### src/hw/rtl/gsga_pkg.sv
// Package for the genotype sharing Gram accumulator: commands, payload structs,
// and the struct that travels from the front end to the back end. No dependencies.
`timescale 1ns / 1ps
`default_nettype none
package gsga_pkg;

  typedef enum logic [2:0] {
    CMD_LOAD   = 3'd0,
    CMD_COMMIT = 3'd1,
    CMD_PAD    = 3'd2,
    CMD_READ   = 3'd3,
    CMD_CLEAR  = 3'd4
  } cmd_e_t;

  localparam int unsigned CFG_WIDTH = 9;
  localparam logic [7:0] MISSING_CODE = 8'd3;

  typedef struct packed {
    logic [2:0] command;
    logic [7:0] row_index;
    logic [7:0] col_index;
    logic [7:0] genotype;
  } in_word_t;

  typedef struct packed {
    logic signed [31:0] dosage_product_sum;
    logic [31:0]        present_pair_count;
  } out_word_t;

  // Back-end operations after classification.
  typedef enum logic [2:0] {
    OP_ACCUM = 3'd0,
    OP_PAD   = 3'd1,
    OP_READ  = 3'd2,
    OP_ZERO  = 3'd3,
    OP_CLEAR = 3'd4
  } op_e_t;

  typedef struct packed {
    op_e_t      op;
    logic [7:0] row;
    logic [7:0] col;
  } job_t;

endpackage
`default_nettype wire

### src/hw/rtl/gsga_queue.sv
// Two-entry job queue between front end and back end. Uses gsga_pkg.
`timescale 1ns / 1ps
`default_nettype none
module gsga_queue (
  input  wire             clk,
  input  wire             rst_n,
  input  wire             wr_valid,
  output logic            wr_ready,
  input  gsga_pkg::job_t  wr_data,
  output logic            rd_valid,
  input  wire             rd_ready,
  output gsga_pkg::job_t  rd_data
);
  gsga_pkg::job_t slot_r [2];
  logic [1:0] cnt_r, cnt_nxt;
  logic wp_r, rp_r, push, pop;

  assign wr_ready = (cnt_r != 2'd2);
  assign rd_valid = (cnt_r != 2'd0);
  assign rd_data  = slot_r[rp_r];
  assign push = wr_valid && wr_ready;
  assign pop  = rd_valid && rd_ready;

  always_comb begin
    cnt_nxt = cnt_r;
    if (push && !pop) cnt_nxt = cnt_r + 2'd1;
    else if (pop && !push) cnt_nxt = cnt_r - 2'd1;
  end

  always_ff @(posedge clk) begin
    if (!rst_n) begin
      cnt_r <= 2'd0;
      wp_r  <= 1'b0;
      rp_r  <= 1'b0;
    end else begin
      cnt_r <= cnt_nxt;
      if (push) wp_r <= ~wp_r;
      if (pop)  rp_r <= ~rp_r;
    end
  end

  always_ff @(posedge clk) begin
    if (push) slot_r[wp_r] <= wr_data;
  end
endmodule
`default_nettype wire

### config.mk
export PLATFORM = sky130hd
export DESIGN_NAME = gsga_queue
export DESIGN_NICKNAME = d
export VERILOG_FILES = /design/src/hw/rtl/gsga_pkg.sv /design/src/hw/rtl/gsga_queue.sv
export SDC_FILE = /design/constraint.sdc
export NUM_CORES = 1
export LEC_CHECK = 0
export ABC_AREA = 1
export BUFFER_PORTS_ARGS = -buffer_cell sky130_fd_sc_hd__buf_4
export CAP_MARGIN = 20
export CORE_AREA = 3 3 65 67
export CTS_CLUSTER_SIZE = 20
export DETAILED_ROUTE_END_ITERATION = 16
export DIE_AREA = 0 0 68 70
export PLACE_DENSITY_LB_ADDON = 0.25
export RECOVER_POWER = 25
export SLEW_MARGIN = 20
export SYNTH_ARGS = -nofsm -noshare
export SYNTH_HDL_FRONTEND = slang
export SYNTH_SLANG_ARGS = --single-unit
### constraint.sdc
create_clock -name clk -period 1.75 [get_ports clk]
set_input_delay 0.2625 -clock clk [delete_from_list [all_inputs] [get_ports clk]]
set_output_delay 0.2625 -clock clk [all_outputs]
set_load 0.01 [all_outputs]
; Yosys cells after proc, flatten, opt, wreduce, memory -nomap -nowiden
; Memory sizes are Yosys's and may differ from the RTL's. A register that Yosys moved wholly into a read port is not among the register bits.
; Index checks and enable logic that the tools add are counted.
[classes]
n_addsub = 2
eq_ne = 1
muxes = 6
bitwise = 2
n_reduce_logical = 8
[op_table]
columns = op, count
row1 = 1-bit logical AND, 4
row2 = 1-bit two-way mux, 4
row3 = 2-bit two-way mux, 2
row4 = 2-bit nonzero test, 2
row5 = 2-bit by 1-bit adder with 2-bit output (second input constant), 1
row6 = 1-bit zero test, 2
row7 = 2-bit != test (second input constant), 1
row8 = 1-bit NOT, 2
row9 = 2-bit by 1-bit subtractor with 2-bit output (second input constant), 1
[word_totals]
reg_bits = 4
mem_bits_rw = 38
out_inout_bits = 21
word_cells = 23
mem_count = 1
[memory_table]
columns = name, words, word_bits, read_ports, rd_clocked_by_memory_dff, wr, line
row1 = slot_r, 2, 19, 1, 1, 1, gsga_queue.sv:14  ; gsga_pkg::job_t slot_r [2];

; Logic depth before layout (Yosys ltp)
; Gate-level depths: netlist of run 1.
[logic_depth]
word_depth = 6
depth_mapped = 11
depth_no_buf = 11

; Worst setup path before layout of run 1
; No wires, ideal clock.
[synth_timing]
kind = reg-to-reg
from = reg cnt_r[0]
to = mem slot_r[1][0] in the netlist's numbering, enable pin
setup_time_ns = 0.395
t_arrival_ns = 1.456
t_required_ns = 1.355
path_slack_ns = -0.100
path_stages_with_launch = 5
period_less_slack_ns = 1.850
path_cell_list = dfxtp_1 inv_1 nand2_1 nand2_1 nor2_1
[synth_via]
elab_chain_cells = 4
[synth_rtl]
columns = item, line
row1 = from (decl), gsga_queue.sv:15  ; logic [1:0] cnt_r, cnt_nxt;
row2 = from (signal assigned), gsga_queue.sv:36  ; cnt_r <= cnt_nxt;
row3 = 2-bit != test, gsga_queue.sv:18  ; assign wr_ready = (cnt_r != 2'd2);
row4 = via wr_ready, gsga_queue.sv:8  ; output logic wr_ready,
row5 = 1-bit logical AND, gsga_queue.sv:21  ; assign push = wr_valid && wr_ready;
row6 = 1-bit two-way mux, gsga_queue.sv:43  ; if (push) slot_r[wp_r] <= wr_data;
row7 = 1-bit two-way mux (not written as such), gsga_queue.sv:43
row8 = to (decl), gsga_queue.sv:14
; The timed path passes the listed nets, and every way through them passes these cells.

==> results of run 1 <==
## final cells by class
cell class                 count  share of cell area (%)
tap                           48                   2.829
clock inverter                 3                  0.7071
clock buffer                   5                   3.241
sequential                    43                   58.46
inverter                       8                   1.414
multi-input combinational     43                   17.27
timing repair buffer          47                   16.09
## layer usage
metal,routed length [µm],share of wire (%)
met5,0,0
met4,47,1.7
met3,124,4.5
met2,1608,58
met1,987,36
## placed cells by master (no fill, tap or decap), drive strengths merged
cell type / instances
clkinvlp: 1
a21oi: 1
clkinv: 2
inv: 8
buf: 33
nor2: 8
nand4: 1
edfxtp: 38
nand2: 9
dfxtp: 5
mux2: 19
clkbuf: 19
o21a: 1
ha: 1
nand3: 1
o21ai: 2
## final timing paths
| kind | cells past startpoint | to | startpoint |
|---|---|---|---|
| worst max-delay path | 3 | rd_data[17] | register |
| worst min-delay path | 1 | slot_r[1][7] | wr_data[7] |
| worst max register to register | 10 | cnt_r[1] | cnt_r[0] |
| worst min register to register | 2 | register | rp_r |
## sequential cells by signal, indices dropped and copies added, names as in the netlist, named ones only
| name | flops |
|---|---|
| cnt_r | 2 |
| slot_r | 38 |
| wp_r | 1 |
| rp_r | 1 |
## critical path: stages, from the launching register on
cell and delay [ns]:
dfxtp_1 0.33, buf_4 0.19, mux2_2 0.36, buf_4 0.14
## cells by family (layout without fill, tap and decap cells)
kind of cell	Yosys count	count (layout)	share of synthesized area, %
DFF	43	43	74.59
muxes	19	19	15.11
and+or+nand+nor	19	19	4.511
buffers and inverters	10	63	3.684
AOI/OAI and AO/OA	4	4	1.353
adders and majority gates	1	1	0.7518
## metrics by stage
stage          cells  area (µm²)
2_1_floorplan     96        1664
3_3_place_gp     189        2051
3_5_place_dp     189        2051
4_1_cts          197        2135
5_1_grt          197        2123
6_report         197        2123
## report_power, final
| part | internal (mW) | switching [mW] | total [mW] |
|---|---|---|---|
| registers | 1.30 | 0.0562 | 1.36 |
| clock network | 0.271 | 0.314 | 0.585 |
| logic | 0.460 | 0.422 | 0.882 |
| total | 2.03 | 0.792 | 2.82 |
==> results_dict.tcl, run 1 <==
set metrics [dict create \
    status "finished clean" \
    yosys.area.top_type_share_pct 68.57 \
    grt_start_max_net_pins 20 \
    core_region_area_um2 3689 \
    die_height_um 70 \
    cts_resized 0 \
    overflow 0 \
    ys_ff_latch 43 \
    groute.usage.overall_pct 13.10 \
    place.gp.congestion 0.7191 \
    tightest_slew_ns 0.2668 \
    leakagePower_nw 0.8419 \
    synth_edf_count 38 \
    worst_slack_ns 0.1706 \
    grt_pass1_vias 1009 \
    cp-start-kind "register" \
    endpoint_kind "output pin" \
    powerDensity_nw_per_um2 1330 \
    critPathKind "register to output pin" \
    placementRows 22 \
    finalCritPeriodShare_pct 90.25 \
    multi_input_area_um2 366.6 \
    synthFlopType "edfxtp_1" \
    synth_largest_area_cell "edfxtp_1" \
    synthesis.nets 120 \
    hold_class "input pin to register" \
    max_slew_margin_pct 82.22 \
    use_met3_pct 3.537 \
    ioPinCount 44 \
    tritoncts "built" \
    cts_max_level 2 \
    cts_setup_buffers 0 \
    first_pass_iters 3 \
    hpwl_mm 2.019 \
    ys_top_cells_by_count "edfxtp_1, mux2_4, mux2_2, nand2_1" \
    hold_ws_ns 0.1539 \
    maxSlewViolCount 0 \
    syn_area_per_cell_um2 17.33 \
    cp_max_fo 10 \
    rrSetupSlack_ns 0.23 \
    busiest_layer "met2" \
    hold_violations 0 \
    area_delta_synth_final_pct 27.59 \
    grt_pass1_wl_mm 4.491 \
    power_mw 2.824 \
    ys_warn_count 0 \
    post_route_cells_drive_above_1_share_pct 47.65 \
    ff_latch_area_um2 1241 \
    totalWireLength_mm 2.768 \
    n_antenna_cell 0 \
    path_clk_slew_ns 0.08 \
    vias 929 \
    synth-async-reset-ratio_pct 0 \
    drt-initial-drc-count 32 \
    yosys-top-cells-area "edfxtp_1, mux2_4, mux2_2, dfxtp_1, nand2_1" \
    arrival_ns 1.32 \
    fill_cells 308 \
    skew_ns 0.008445 \
    die_w_um 68 \
    start_util_pct 45.12 \
    antenna_found_initial 0 \
    cp.required_ns 1.49 \
    cap_violations 0 \
    ys_seq_area_share_pct 74.59 \
    grtUsageMet1_pct 12.65 \
    dieArea_um2 4760 \
    setup_violations 0 \
    synth.distinct_cells 15 \
    final_util_pct 57.56 \
    max_freq_mhz 633.1 \
    clock_path_buffers 2 \
    synthesis.area_um2 1664 \
    pre_cts_ws_ns 0.2204 \
    tns_ns 0 \
    viasPerCell 4.716 \
    netlist_instances 96 \
    cts_buffers 5 \
    clock-root-buffer "clkbuf_8" \
    portBuffers 43 \
    peakVddDrop_uv 713.4 \
    rsz0062_at_grt "false" \
    holdBufCountCts 0 \
    post-route-drc-count 0 \
    wire_per_inst_um 14.05 \
    clock_sinks 43 \
    ant_nets 0 \
    clk_latency_ns 0.29 \
    min_period_ns 1.579 \
    yosysMostFrequentCell "edfxtp_1" \
    grt_util_met2_pct 24.20 \
    final_nets 172 \
]
Power figures use the tool's default switching activity.
==> run 2, diff against run 1 <==
CORE_AREA = 4 4 66 68   (was 3 3 65 67)
DIE_AREA = 0 0 70 72   (was 0 0 68 70)
==> results_dict.tcl, run 2 (same netlist as run 1, synthesis figures left out) <==
set metrics [dict create \
    area_delta_synth_final_pct 31.43 \
    seq_power_share_pct 45.1 \
    leakagePower_nw 0.8850 \
    clockPowerShare_pct 25.3 \
    post_route_cells_drive_above_1_share_pct 52.32 \
    groute.usage.overall_pct 12.56 \
    clock_sinks 43 \
    cp.required_ns 1.49 \
    final_util_pct 56.72 \
    critPathKind "register to output pin" \
    clock_path_buffers 2 \
    power.internal_mw 2.238 \
    endpoint "rd_data[18]" \
    regMostFlops "slot_r" \
    layout_commonest_cell "edfxtp_1" \
    hpwl_mm 2.096 \
    layout_common_cells "edfxtp_1, buf_4, clkbuf_4" \
    peakVddDrop_uv 644.2 \
    reg2reg_depth 10 \
    pre_cts_ws_ns 0.1921 \
    placementRows 23 \
    rrSetupSlack_ns 0.18 \
    arrival_ns 1.38 \
    min_period_ns 1.639 \
    cp-start-kind "register" \
    largestRegisters "slot_r: 38 flops, cnt_r: 2 flops" \
    endpoint_kind "output pin" \
    final_nets 174 \
    hold_violations 0 \
    totalWireLength_mm 2.785 \
    n_antenna_cell 0 \
    setup_violations 0 \
    ant_nets 0 \
    cap_violations 0 \
    portBuffers 43 \
    powerDensity_nw_per_um2 1385 \
    cp_max_fo 8 \
    p_sw_mw 0.7918 \
    start_util_pct 43.15 \
    maxSlewViolCount 0 \
    drt-initial-drc-count 15 \
    clk_latency_ns 0.29 \
    post-route-drc-count 0 \
    finalCritPeriodShare_pct 93.68 \
    grt_start_max_net_pins 14 \
    wire_per_inst_um 13.86 \
    cpMostUsedCell "buf_4" \
    vias 932 \
    reg2reg_to "cnt_r[1]" \
    overflow 0 \
    path_clk_slew_ns 0.08 \
    max_stage_delay_ns 0.40 \
    rsz0062_at_grt "false" \
    place.gp.congestion 0.7016 \
    first_pass_iters 4 \
    max_slew_margin_pct 87.47 \
    viasPerCell 4.637 \
    die_height_um 72 \
    max_freq_mhz 610.0 \
    grt_pass1_vias 1056 \
    switching_share_pct 26.14 \
    status "finished clean" \
    hold_class "input pin to register" \
    tritoncts "built" \
    grt_pass1_wl_mm 4.795 \
    antenna_found_initial 0 \
    hold_ws_ns 0.1612 \
    skew_ns 0.005410 \
    r2r_start "cnt_r[0]" \
    clock-root-buffer "clkbuf_8" \
    slowest_stage "dfxtp_2" \
    tightest_slew_ns 0.1860 \
    die_w_um 70 \
    worstPathCellList "buf_4 > mux2_2 > buf_4" \
    core_region_area_um2 3856 \
    cts_max_level 2 \
    largest_reg_flops 38 \
    cts_buffers 5 \
    worst_slack_ns 0.1106 \
    holdBufCountCts 0 \
    ioPinCount 44 \
    combPwrFrac_pct 29.6 \
    fill_cells 336 \
    dieArea_um2 5040 \
]
==> run 2: cell count changes in the layout (fill, tap and decap cells not counted) <==
cell        delta
buf_4          +3
bufinv_16      +1
clkbuf_1       -3
clkbuf_4       +2
clkbuf_8       +1
clkinv_1       -2
clkinv_2       +1
clkinvlp_4     -1
dfxtp_1        -1
dfxtp_2        +1
==> run 2: final cells by class <==
cell class | instances | area (µm²) | area share, %
multi-input combinational | 43 | 366.6 | 16.76
sequential | 43 | 1242 | 56.81
clock buffer | 6 | 82.58 | 3.776
tap | 50 | 62.56 | 2.860
clock inverter | 2 | 35.03 | 1.602
timing repair buffer | 49 | 367.9 | 16.82
inverter | 8 | 30.03 | 1.373
==> run 2: what timing repair did <==
item                       CTS  global route
setup buffers                0             0
gates resized for setup      1             0
setup endpoints to repair    5             0
==> run 2: routing by layer <==
layer | wire (µm) | vias to the layer above | global-route usage, %
met5 | 0 | - | 0
met2 | 1495 | 29 | 22.25
li1 | - | 455 | -
met4 | 49 | 0 | 6.383
met3 | 185 | 4 | 4.571
met1 | 1054 | 444 | 13.17
==> run 2: power by group through the flow <==
stage	clock network [mW]	logic [mW]	registers, mW
after floorplan	0	0.559	1.36
after global routing	0.858	0.992	1.38
after CTS	0.799	0.921	1.37
after detailed placement	0	0.917	1.39
final	0.767	0.897	1.37
after global placement	0	0.884	1.38
==> run 2: how the worst min path moves through the flow <==
stage | cells past startpoint | from | to | slack [ns]
global route | 1 | wr_data[13] | slot_r[1][13] | 0.14
global placement | 1 | wr_data[5] | slot_r[0][5] | 0.45
floorplan | 0 | wr_data[0] | slot_r[0][0] | 0.36
detailed placement | 1 | wr_data[10] | slot_r[0][10] | 0.45
finish | 1 | wr_data[6] | slot_r[0][6] | 0.16
CTS | 1 | wr_data[18] | slot_r[1][18] | 0.14
==> run 2: critical path, delay by kind of cell, from the launching register on <==
kind / cells / cell delay [ns]
DFF: 1 / 0.40
buffers and inverters: 2 / 0.34
muxes: 1 / 0.35
==> run 2: through the flow <==
step                setup TNS [ns]  std cells  total power, mW  area, µm²
floorplan                   -3.803         96            1.924       1664
global placement                 0        193            2.260       2068
detailed placement               0        193            2.306       2068
CTS                              0        201            3.087       2187
global route                     0        201            3.232       2187
finish                           0        201            3.029       2187
