[src/hw/rtl/gsga_pkg.sv]
// Package for the genotype sharing Gram accumulator: commands, payload structs,
// and the struct that travels from the front end to the back end. No dependencies.
`timescale 1ns / 1ps
`default_nettype none
package gsga_pkg;

  typedef enum logic [2:0] {
    CMD_LOAD   = 3'd0,
    CMD_COMMIT = 3'd1,
    CMD_PAD    = 3'd2,
    CMD_READ   = 3'd3,
    CMD_CLEAR  = 3'd4
  } cmd_e_t;

  localparam int unsigned CFG_WIDTH = 9;
  localparam logic [7:0] MISSING_CODE = 8'd3;

  typedef struct packed {
    logic [2:0] command;
    logic [7:0] row_index;
    logic [7:0] col_index;
    logic [7:0] genotype;
  } in_word_t;

  typedef struct packed {
    logic signed [31:0] dosage_product_sum;
    logic [31:0]        present_pair_count;
  } out_word_t;

  // Back-end operations after classification.
  typedef enum logic [2:0] {
    OP_ACCUM = 3'd0,
    OP_PAD   = 3'd1,
    OP_READ  = 3'd2,
    OP_ZERO  = 3'd3,
    OP_CLEAR = 3'd4
  } op_e_t;

  typedef struct packed {
    op_e_t      op;
    logic [7:0] row;
    logic [7:0] col;
  } job_t;

endpackage
`default_nettype wire

[src/hw/rtl/gsga_ram.sv]
// Generic single-port-write, single-port-read RAM with registered read data.
// No dependencies.
`timescale 1ns / 1ps
`default_nettype none
module gsga_ram #(
  parameter int unsigned WIDTH = 32,
  parameter int unsigned DEPTH = 1024
) (
  input  wire                     clk,
  input  wire                     wr_en,
  input  wire [$clog2(DEPTH)-1:0] wr_addr,
  input  wire [WIDTH-1:0]         wr_data,
  input  wire [$clog2(DEPTH)-1:0] rd_addr,
  output logic [WIDTH-1:0]        rd_data
);
  logic [WIDTH-1:0] mem [DEPTH];

  always_ff @(posedge clk) begin
    if (wr_en) begin
      mem[wr_addr] <= wr_data;
    end
    rd_data <= mem[rd_addr];
  end
endmodule
`default_nettype wire

[src/hw/rtl/gsga_front.sv]
// Front end: accepts input words, writes loads into the column buffer RAMs,
// classifies other commands into jobs for the queue. Uses gsga_pkg and gsga_ram.
`timescale 1ns / 1ps
`default_nettype none
module gsga_front #(
  parameter int unsigned MAX_INDIVIDUALS = 256
) (
  input  wire                clk,
  input  wire                rst_n,
  input  wire                in_valid,
  output logic               in_ready,
  input  gsga_pkg::in_word_t in_data,
  output logic               job_valid,
  input  wire                job_ready,
  output gsga_pkg::job_t     job_data,
  input  wire                buf_busy,
  input  wire [$clog2(MAX_INDIVIDUALS)-1:0] col_addr_i,
  input  wire [$clog2(MAX_INDIVIDUALS)-1:0] col_addr_j,
  output logic [2:0]         col_entry_i,
  output logic [2:0]         col_entry_j
);
  localparam int unsigned IW = $clog2(MAX_INDIVIDUALS);

  logic row_ok, col_ok, is_load, is_job;
  logic          wipe_r;
  logic [IW-1:0] wipe_idx_r;
  logic          load_fire;
  logic          cb_wr_en;
  logic [IW-1:0] cb_wr_addr;
  logic [2:0]    cb_wr_data;

  // Rows at or above the store size are out of range.
  assign row_ok = ({24'd0, in_data.row_index} < 32'(MAX_INDIVIDUALS));
  assign col_ok = ({24'd0, in_data.col_index} < 32'(MAX_INDIVIDUALS));
  assign is_load = (in_data.command == gsga_pkg::CMD_LOAD);
  assign is_job  = (in_data.command == gsga_pkg::CMD_COMMIT) ||
                   (in_data.command == gsga_pkg::CMD_PAD) ||
                   (in_data.command == gsga_pkg::CMD_READ) ||
                   (in_data.command == gsga_pkg::CMD_CLEAR);

  // Hold loads while a job is pending so a commit sees the column it was given.
  assign in_ready  = !wipe_r && (is_job ? job_ready : !(is_load && buf_busy));
  assign job_valid = in_valid && is_job && !wipe_r;
  assign load_fire = in_valid && in_ready && is_load && row_ok;

  always_comb begin
    job_data.row = in_data.row_index;
    job_data.col = in_data.col_index;
    unique case (in_data.command)
      gsga_pkg::CMD_COMMIT: job_data.op = gsga_pkg::OP_ACCUM;
      gsga_pkg::CMD_PAD:    job_data.op = gsga_pkg::OP_PAD;
      gsga_pkg::CMD_READ:
        job_data.op = (row_ok && col_ok) ? gsga_pkg::OP_READ : gsga_pkg::OP_ZERO;
      default:              job_data.op = gsga_pkg::OP_CLEAR;
    endcase
  end

  // Column entry: present bit on top, signed dosage below.
  always_comb begin
    cb_wr_en   = wipe_r || load_fire;
    cb_wr_addr = wipe_r ? wipe_idx_r : IW'(in_data.row_index);
    cb_wr_data = 3'b000;
    if (!wipe_r && in_data.genotype < gsga_pkg::MISSING_CODE)
      cb_wr_data = {1'b1, in_data.genotype[1:0] - 2'd1};
  end

  // Zero the column buffer after reset, one row per cycle.
  always_ff @(posedge clk) begin
    if (!rst_n) begin
      wipe_r     <= 1'b1;
      wipe_idx_r <= '0;
    end else if (wipe_r) begin
      wipe_idx_r <= wipe_idx_r + 1'b1;
      if (wipe_idx_r == IW'(MAX_INDIVIDUALS - 1)) wipe_r <= 1'b0;
    end
  end

  gsga_ram #(.WIDTH(3), .DEPTH(MAX_INDIVIDUALS)) u_col_i (
    .clk, .wr_en(cb_wr_en), .wr_addr(cb_wr_addr), .wr_data(cb_wr_data),
    .rd_addr(col_addr_i), .rd_data(col_entry_i));
  gsga_ram #(.WIDTH(3), .DEPTH(MAX_INDIVIDUALS)) u_col_j (
    .clk, .wr_en(cb_wr_en), .wr_addr(cb_wr_addr), .wr_data(cb_wr_data),
    .rd_addr(col_addr_j), .rd_data(col_entry_j));
endmodule
`default_nettype wire

[config.mk]
export PLATFORM = sky130hd
export DESIGN_NAME = gsga_front
export DESIGN_NICKNAME = d
export VERILOG_FILES = /design/src/hw/rtl/gsga_pkg.sv /design/src/hw/rtl/gsga_ram.sv /design/src/hw/rtl/gsga_front.sv
export SDC_FILE = /design/constraint.sdc
export NUM_CORES = 1
export LEC_CHECK = 0
export BUFFER_PORTS_ARGS = -buffer_cell sky130_fd_sc_hd__buf_4
export CAP_MARGIN = 25
export CORE_ASPECT_RATIO = 0.9
export CORE_MARGIN = 2
export CORE_UTILIZATION = 50
export DETAILED_ROUTE_END_ITERATION = 7
export GPL_ROUTABILITY_DRIVEN = 0
export PLACE_DENSITY = 0.66
export SYNTH_ARGS = -nofsm -noshare
export SYNTH_HDL_FRONTEND = slang
export SYNTH_SLANG_ARGS = --single-unit
export TNS_END_PERCENT = 50
[constraint.sdc]
create_clock -name clk -period 24.8 [get_ports clk]
set_input_delay 4.96 -clock clk [delete_from_list [all_inputs] [get_ports clk]]
set_output_delay 4.96 -clock clk [all_outputs]
set_load 0.01 [all_outputs]
Yosys cells after proc, flatten, opt, wreduce, memory -nomap -nowiden
Memories as Yosys holds them, arrays and structs flattened. A register that Yosys moved wholly into a read port is not among the register bits.
Cells that the tools add are included.
{ "classes": {"reduce_logical": 14, "n_mux": 8, "n_lt_le_gt_ge": 1, "addsub": 2, "eq_ne": 5} }
{ "op_table": {"columns": ["cell", "count"], "rows": [
  ["case mux 3 bit (3 select lines)", 1],
  ["adder 8 x 1 -> 8 bit (second input constant)", 1],
  ["equality test 8 bit (second input constant)", 1],
  ["less-than comparator 8 x 2 -> 1 bit (second input constant)", 1],
  ["2-to-1 mux 8 bit", 1],
  ["logical AND 1 bit", 7],
  ["equality test 3 x 2 -> 1 bit (second input constant)", 2],
  ["2-to-1 mux 1 bit", 5],
  ["logical OR 1 bit", 4],
  ["equality test 3 x 1 -> 1 bit (second input constant)", 1],
  ["equality test 3 bit (second input constant)", 1],
  ["zero test 3 bit", 1],
  ["2-to-1 mux 3 bit", 1],
  ["zero test 1 bit", 2],
  ["subtractor 2 x 1 -> 2 bit (second input constant)", 1]
]} }
{ "word_totals": {"ram_bits": 1536, "memories": 2, "out_inout_bits": 27, "ff_bits": 9} }
{ "memory_table": {"columns": ["memory", "depth", "word_bits", "read_ports", "rd_clocked_by_memory_dff", "wr", "line", "text"], "rows": [
  ["u_col_i.mem", 256, 3, 1, 1, 1, "gsga_ram.sv:16", "logic [WIDTH-1:0] mem [DEPTH];"],
  ["u_col_j.mem", 256, 3, 1, 1, 1, "gsga_ram.sv:16", null]
]} }

Depth between registers and ports, before layout
Gate-level depths: netlist of the first run.
{ "depth": {"word_depth": 11, "ltp_mapped": 11} }

Modules after synthesis
From an unflattened synthesis of the first run, not the netlist that was laid out.
{ "hier_totals": {"hier_cells": 3510, "area_unflattened_um2": 62802.7} }
{ "by_module_without_submodules": {"columns": ["mod", "area_per_inst_um2", "instances", "seq_area_each_um2", "cells_per_inst"], "rows": [
  ["gsga_ram", 31038.5, 2, 23122.2, 1713],
  ["gsga_front", 725.7, 1, 180.2, 84]
]} }

Least setup slack after synthesis of the first run
No wires, ideal clock.
{ "synth_timing": {"kind": "input to register", "from": "in in_data[0] (netlist name)", "to": "mem u_col_i.mem[247][0] (data pin)", "t_arrival_ps": 11307, "setup_slack_ps": 12103, "cell_stages": 4, "path_cell_list": "ha_1 nor4_1 nand2_1 nor2_1"} }
{ "synth_between": {"elab_chain_len": 3, "word_cells_on_any_way": 4, "classes_between": "add/sub (1); order compare (1); mux (1); reduce/logical (1)"} }
{ "synth_rtl": {"columns": ["item", "line", "text"], "rows": [
  ["start, declared", "gsga_front.sv:12", "input gsga_pkg::in_word_t in_data,"],
  ["less-than comparator 8 x 2 -> 1 bit", "gsga_front.sv:63", "if (!wipe_r && in_data.genotype < gsga_pkg::MISSING_CODE)"],
  ["logical AND 1 bit", "gsga_front.sv:63", null],
  ["2-to-1 mux 3 bit *", "gsga_front.sv:63", null],
  ["via cb_wr_data[0]", "gsga_front.sv:30", "logic [2:0] cb_wr_data;"],
  ["end, declared", "gsga_ram.sv:16", null]
]} }
The timed path passes the listed nets; every way through them passes the cells marked *.

Final worst setup path of the first run
{ "layout_timing": {"from": "in in_data[26] (netlist name)", "to": "out in_ready"} }
{ "layout_between": {"elab_chain_len": 6, "word_cells_on_any_way": 12, "classes_between": "eq/ne (4); mux (1); reduce/logical (7)"} }
{ "layout_rtl": {"columns": ["item", "line", "text"], "rows": [
  ["equality test 3 x 1 -> 1 bit / equality test 3 x 2 -> 1 bit (equally long branches)", "gsga_front.sv:36, gsga_front.sv:37", null],
  ["logical OR 1 bit", "gsga_front.sv:36", "assign is_job = (in_data.command == gsga_pkg::CMD_COMMIT) ||"],
  ["logical OR 1 bit", "gsga_front.sv:37", "(in_data.command == gsga_pkg::CMD_PAD) ||"],
  ["logical OR 1 bit", "gsga_front.sv:38", "(in_data.command == gsga_pkg::CMD_READ) ||"],
  ["2-to-1 mux 1 bit *", "gsga_front.sv:42", "assign in_ready = !wipe_r && (is_job ? job_ready : !(is_load && buf_busy));"],
  ["logical AND 1 bit *", "gsga_front.sv:42", null],
  ["end, declared", "gsga_front.sv:11", "output logic in_ready,"]
]} }
Every way passes the cells marked *; elsewhere a longest branch is shown, timed or not.

==> impl_metrics.py, run 1 <==
metrics = {
    "grt": {
        "antenna_found_initial": 3,
        "grt_pass1_vias": 22760,
        "grt_max_degree": 149,
        "track_usage_pct": 27.58,
        "grt_pass1_wl_microns": 155100,
        "overflow": 0,
    },
    "clock_network": {
        "insertion_delay_ns": 0.65,
        "cts_root_buffer": "clkbuf_16",
        "htreeDepth": 3,
        "numCtsBuffers": 80,
        "tritoncts": "done",
        "post-cts-setup-buffers": 0,
        "numClockSinks": 783,
        "cts_resized": 0,
        "hold_buffers": 0,
        "clk_pin_slew_worst_paths_ns": 0.06,
        "ctsLongestPathBuffers": 3,
    },
    "yosys": {
        "syn-num-nets": 2216,
        "synth-compound-area-share_pct": 4.176,
        "synth_seq_cells": 783,
        "synth_simple_gate_area_share_pct": 5.453,
        "synth_edf_count": 768,
        "yosysWarnings": 0,
        "synthDistinctLibCells": 62,
        "synthArstFlopShare_pct": 0,
        "yosys-mux-area-fraction_pct": 25.44,
        "syn_avg_cell_area_sq_um": 17.47,
        "ys.flop_type": "edfxtp_1",
        "synth_top_family_by_area": "multiplexers",
        "seq_area_frac_synth_pct": 61.74,
        "syn_area_sq_um": 37840,
        "synth_xor_area_share_pct": 0.1157,
        "post_synth_inst_count": 2166,
        "synth-adder-area-share_pct": 0.06614,
    },
    "floorplan": {
        "die_y_microns": 265.0,
        "fp.dieArea_sq_um": 77890,
        "start_util_pct": 50.61,
        "std_cell_rows": 95,
        "die_w_microns": 294.0,
        "core_sq_um": 74770,
        "ioPinCount": 75,
    },
    "worst_setup_path": {
        "crit_top_cell": "buf_4",
        "required_ns": 19.84,
        "crit_family": "simple AND/OR/NAND/NOR gates",
        "timing.critical_path.cells": "buf_4, nor3_1, nand2b_1, nor2_1, a211oi_1, buf_4",
        "end_kind": "primary output",
        "cp_slowest_stage_delay_ns": 0.28,
        "critPathMaxFanout": 5,
        "crit_buf_inv": 2,
        "cp.arrival_ns": 5.98,
        "critPathLaunchType": "input port",
        "critPathKind": "in2out",
        "crit_slowest_cell": "nor3_1",
    },
    "placement": {
        "post_dp_cell_area_sq_um": 38780,
        "dp_hpwl_microns": 64230,
        "port-buffer-count": 58,
    },
    "sta": {
        "final-setup-viol-count": 0,
        "post-route-min-period_ns": 10.94,
        "fmax_mhz": 91.45,
        "rsz0062_at_grt": "no",
        "skew_ns": 0.03512,
        "finalCritPeriodShare_pct": 44.09,
        "worst_slew_pin_slew_ns": 1.158,
        "final.setup.tns_ns": 0,
        "slew_headroom_pct": 22.50,
        "slew_viol_final": 0,
        "hold_viol_final": 0,
    },
    "drt": {
        "wl_per_cell_microns": 33.02,
        "first_pass_iters": 5,
        "drc": 0,
        "routed_via_density": 7.023,
        "num_vias": 22500,
        "routed_wl_microns": 105800,
        "ant_nets": 0,
        "drt_iter0_markers": 3113,
    },
    "final_layout": {
        "final_common_cell": "edfxtp_1",
        "drive_gt1_share_pct": 28.85,
        "layout.nets": 2212,
        "synthToLayoutAreaGrowth_pct": 10.06,
        "final_cell_area_sq_um": 41640,
        "layout_common_cells": "768 x edfxtp_1, 388 x mux4_2, 296 x nor2_1",
    },
    "power_and_ir_drop": {
        "p_per_area_nw_per_um2": 68.54,
        "irDropWorstVdd_uv": 54.81,
        "total_power_uw": 2854,
        "p_leak_uw": 0.01357,
    },
    "worst_hold_path": {
        "hp-class": "reg2reg",
    },
    "status": {
        "outcome": "finished clean",
    },
    "job": {
        "maxCapViolCount": 0,
    },
}
==> where the power goes <==
group	internal (uW)	switching [uW]	total [uW]	leakage, uW
combinational	75.8	109	185	0.00445
clock	716	516	1230	0.00130
sequential	1430	3.11	1440	0.00782
==> state kept, by name, indices dropped and copies added (netlist names) <==
| signal | flops |
|---|---|
| u_col_i.mem | 3 |
| u_col_i.rd_data | 3 |
| u_col_j.mem | 765 |
| u_col_j.rd_data | 3 |
| wipe_idx_r | 8 |
| wipe_r | 1 |
==> layout make-up <==
class,instances,area (sq um)
fill,5672,33120
sequential,783,23360
multi-input combinational,1180,13380
clock buffer,99,2201
tap,970,1214
timing repair buffer,102,938.4
clock inverter,50,475.5
inverter,15,61.31
antenna,4,10.01
==> cell families (layout without fill, tap and decap cells) <==
family / count (synthesis) / after routing
other cells: 0 / 4
buf+inv: 203 / 266
mux: 475 / 475
flops: 783 / 783
simple gates: 486 / 486
compound gates: 212 / 212
xor+xnor: 5 / 5
fa+ha+maj: 2 / 2
==> through the flow <==
stage	setup WS [ns]	std cells	hold slack, ns	utilization [%]
final	13.86	3203	0.5766	55.70
after global routing	13.77	3200	0.5979	55.69
after CTS	13.87	3191	0.5747	55.45
after detailed placement	13.87	3042	0.5660	51.87
after global placement	13.83	3041	0.5319	51.84
after floorplan	12.10	2166	0.4979	-
==> Yosys cell counts, types with 7 or more instances <==
cell type / instances / area (sq um)
mux4_2: 388 / 8738
clkbuf_1: 78 / 292.8
a22oi_1: 37 / 277.8
nand3_1: 15 / 75.07
nand2b_1: 10 / 62.56
mux2i_1: 74 / 740.7
nor3_1: 27 / 135.1
o211ai_1: 7 / 52.55
buf_2: 33 / 165.2
o22ai_1: 15 / 93.84
a21oi_1: 31 / 155.2
a22o_1: 12 / 105.1
a211oi_1: 8 / 60.06
mux2_2: 13 / 146.4
buf_4: 39 / 292.8
nor2_1: 298 / 1119
nor2b_1: 19 / 118.9
o21ai_0: 14 / 70.07
inv_1: 13 / 48.80
buf_6: 25 / 281.5
buf_1: 13 / 48.80
nand2_1: 77 / 289.0
o221ai_1: 25 / 219.0
dfxtp_1: 15 / 300.3
a221oi_1: 8 / 70.07
edfxtp_1: 768 / 23060
nor4_1: 7 / 43.79
and2_1: 9 / 56.30
a2111oi_0: 7 / 61.31
==> final timing paths <==
path / start / end / slack [ns] / depth (start not counted)
worst max-delay path: in_data[26] / in_ready / 13.86 / 6
worst min register to register: wipe_idx_r[6] / wipe_idx_r[6] / 0.58 / 2
worst min-delay path: wipe_idx_r[6] / wipe_idx_r[6] / 0.58 / 2
worst max register to register: wipe_r / u_col_j.mem[69][1] / 20.80 / 7
==> worst reg2reg max path, stage by stage, from the launching register on <==
cell and delay, ns:
dfxtp_1 0.29, buf_4 0.22, nor4_1 0.32, nand2_1 0.25, nor2_4 0.13, buf_4 0.65, buf_4 0.87, buf_4 0.84
==> layer usage <==
| layer | share of wire (%) | track usage, % |
|---|---|---|
| met4 | 3.8 | 10.30 |
| met2 | 49 | 44.38 |
| met3 | 9.3 | 4.628 |
| met1 | 38 | 38.23 |
| met5 | 0.0076 | 0 |
No activity file was read; power rests on OpenSTA's default activity.
==> inputs of run 2 (changes only) <==
--- a/config.mk
+++ b/config.mk
@@ -12,7 +12,7 @@
 export CORE_UTILIZATION = 50
 export DETAILED_ROUTE_END_ITERATION = 7
 export GPL_ROUTABILITY_DRIVEN = 0
-export PLACE_DENSITY = 0.66
+export PLACE_DENSITY = 0.68
 export SYNTH_ARGS = -nofsm -noshare
 export SYNTH_HDL_FRONTEND = slang
 export SYNTH_SLANG_ARGS = --single-unit
==> constraint.sdc (replaced) <==
create_clock -name clk -period 8.9 [get_ports clk]
set_input_delay 1.78 -clock clk [delete_from_list [all_inputs] [get_ports clk]]
set_output_delay 1.78 -clock clk [all_outputs]
set_load 0.01 [all_outputs]
==> impl_metrics.py, run 2 (synthesis gave the netlist of run 1 again) <==
metrics = {
    "drt": {
        "drc": 0,
        "first_pass_iters": 8,
        "wl_per_cell_microns": 33.18,
        "ant_nets": 0,
        "num_vias": 22600,
        "routed_wl_microns": 106100,
        "drt_iter0_markers": 3316,
        "routed_via_density": 7.068,
    },
    "clock_network": {
        "numCtsBuffers": 83,
        "cts_root_buffer": "clkbuf_16",
        "ctsLongestPathBuffers": 3,
        "post-cts-setup-buffers": 0,
        "htreeDepth": 3,
        "hold_buffers": 0,
        "numClockSinks": 783,
        "insertion_delay_ns": 0.65,
        "clk_pin_slew_worst_paths_ns": 0.06,
        "cts_resized": 0,
        "tritoncts": "done",
    },
    "worst_setup_path": {
        "end_kind": "flop",
        "worst_r2r_path_depth": 6,
        "reg2reg_from": "wipe_r",
        "required_ns": 9.39,
        "cp.arrival_ns": 5.20,
        "critPathMaxFanout": 101,
        "critPathLaunchType": "input port",
        "reg2reg_to": "u_col_j.mem[100][0]",
        "reg2reg_slack_ns": 5.22,
        "critPathKind": "in2reg",
    },
    "final_layout": {
        "regMostFlops": "u_col_j.mem",
        "layout.nets": 2207,
        "largest_reg_flops": 765,
        "layout.cells.non_filler": 3197,
        "synthToLayoutAreaGrowth_pct": 9.980,
        "reg.largest.list": "u_col_j.mem: 765 flops, wipe_idx_r: 8 flops",
        "final_common_cell": "edfxtp_1",
        "drive_gt1_share_pct": 28.93,
        "layout_common_cells": "768 x edfxtp_1, 388 x mux4_2, 295 x nor2_1",
    },
    "sta": {
        "post-route-min-period_ns": 4.710,
        "finalCritPeriodShare_pct": 52.92,
        "skew_ns": 0.01984,
        "fmax_mhz": 212.3,
        "rsz0062_at_grt": "no",
        "slew_headroom_pct": 26.65,
        "final-setup-viol-count": 0,
        "worst_slew_pin_slew_ns": 1.100,
        "slew_viol_final": 0,
        "hold_viol_final": 0,
    },
    "power_and_ir_drop": {
        "total_power_uw": 7981,
        "switching_share_pct": 22.48,
        "intPower_uw": 6187,
        "pwr-share-seq_pct": 50.2,
        "combPwrFrac_pct": 6.3,
        "p_per_area_nw_per_um2": 191.8,
        "p_switching_uw": 1794,
        "pwr-share-clk_pct": 43.5,
        "p_leak_uw": 0.01365,
        "irDropWorstVdd_uv": 208.2,
    },
    "placement": {
        "dp_hpwl_microns": 64060,
        "dp.cells": 3038,
        "port-buffer-count": 58,
    },
    "floorplan": {
        "die_y_microns": 265.0,
        "ioPinCount": 75,
        "core_sq_um": 74770,
        "fp.dieArea_sq_um": 77890,
        "start_util_pct": 50.61,
        "std_cell_rows": 95,
        "die_w_microns": 294.0,
    },
    "worst_hold_path": {
        "hold_path_end": "wipe_idx_r[7]",
        "hp-class": "reg2reg",
        "hold_start": "wipe_idx_r[7]",
        "whs_path_depth": 2,
    },
    "status": {
        "outcome": "finished clean",
    },
    "grt": {
        "antenna_found_initial": 1,
        "grt_pass1_wl_microns": 155000,
        "grt_max_degree": 107,
        "grt_pass1_vias": 22630,
        "track_usage_pct": 27.56,
        "overflow": 0,
    },
    "job": {
        "maxCapViolCount": 0,
    },
}
## run 2: how the worst max path moves through the flow
stage,depth (start not counted),to,start
global placement,8,u_col_i.rd_data[1],col_addr_i[0]
detailed placement,8,u_col_i.rd_data[1],col_addr_i[0]
finish,8,u_col_i.rd_data[1],col_addr_i[0]
CTS,8,u_col_i.rd_data[1],col_addr_i[0]
floorplan,4,u_col_i.mem[247][0],in_data[0]
global route,8,u_col_i.rd_data[1],col_addr_i[0]
## run 2: metal layers
metal  global-route usage, %  part of all wire, %
met1                   38.81                   38
met2                   41.85                   46
met3                   7.034                   12
met4                   10.30                  4.0
met5                       0                    0
## run 2: final cells by class
cell class / count / area (sq um)
Antenna cell: 1 / 2.502
Clock buffer: 103 / 2182
Clock inverter: 51 / 530.5
Fill cell: 5615 / 33150
Inverter: 15 / 61.31
Multi-Input combinational cell: 1180 / 13400
Sequential cell: 783 / 23360
Tap cell: 970 / 1214
Timing Repair Buffer: 94 / 863.3
## run 2: metrics by stage
step	area [sq um]	setup TNS, ns	utilization, %	hold slack [ns]	setup slack [ns]
2_1_floorplan	37840	-316.08	-	0.4979	-0.6174
3_3_place_gp	38780	0	51.87	0.5128	3.518
3_5_place_dp	38810	0	51.91	0.5409	3.535
4_1_cts	41520	0	55.54	0.5537	4.212
5_1_grt	41610	0	55.66	0.5975	3.995
6_report	41610	0	55.66	0.5565	4.190
## run 2: power by group through the flow
stage,sequential (uW),combinational (uW),clock (uW)
floorplan,4080,341,0
global placement,4080,495,0
detailed placement,4080,498,0
CTS,4010,499,3500
global route,4000,525,3640
finish,4010,505,3470
## run 2: worst max-delay path, cell delays in order
cell and delay, ns:
buf_8 0.43, buf_12 0.67, mux4_2 0.64, mux4_2 0.52
nand3_1 0.11, nand2_1 0.07, a211oi_1 0.61, o311ai_1 0.17
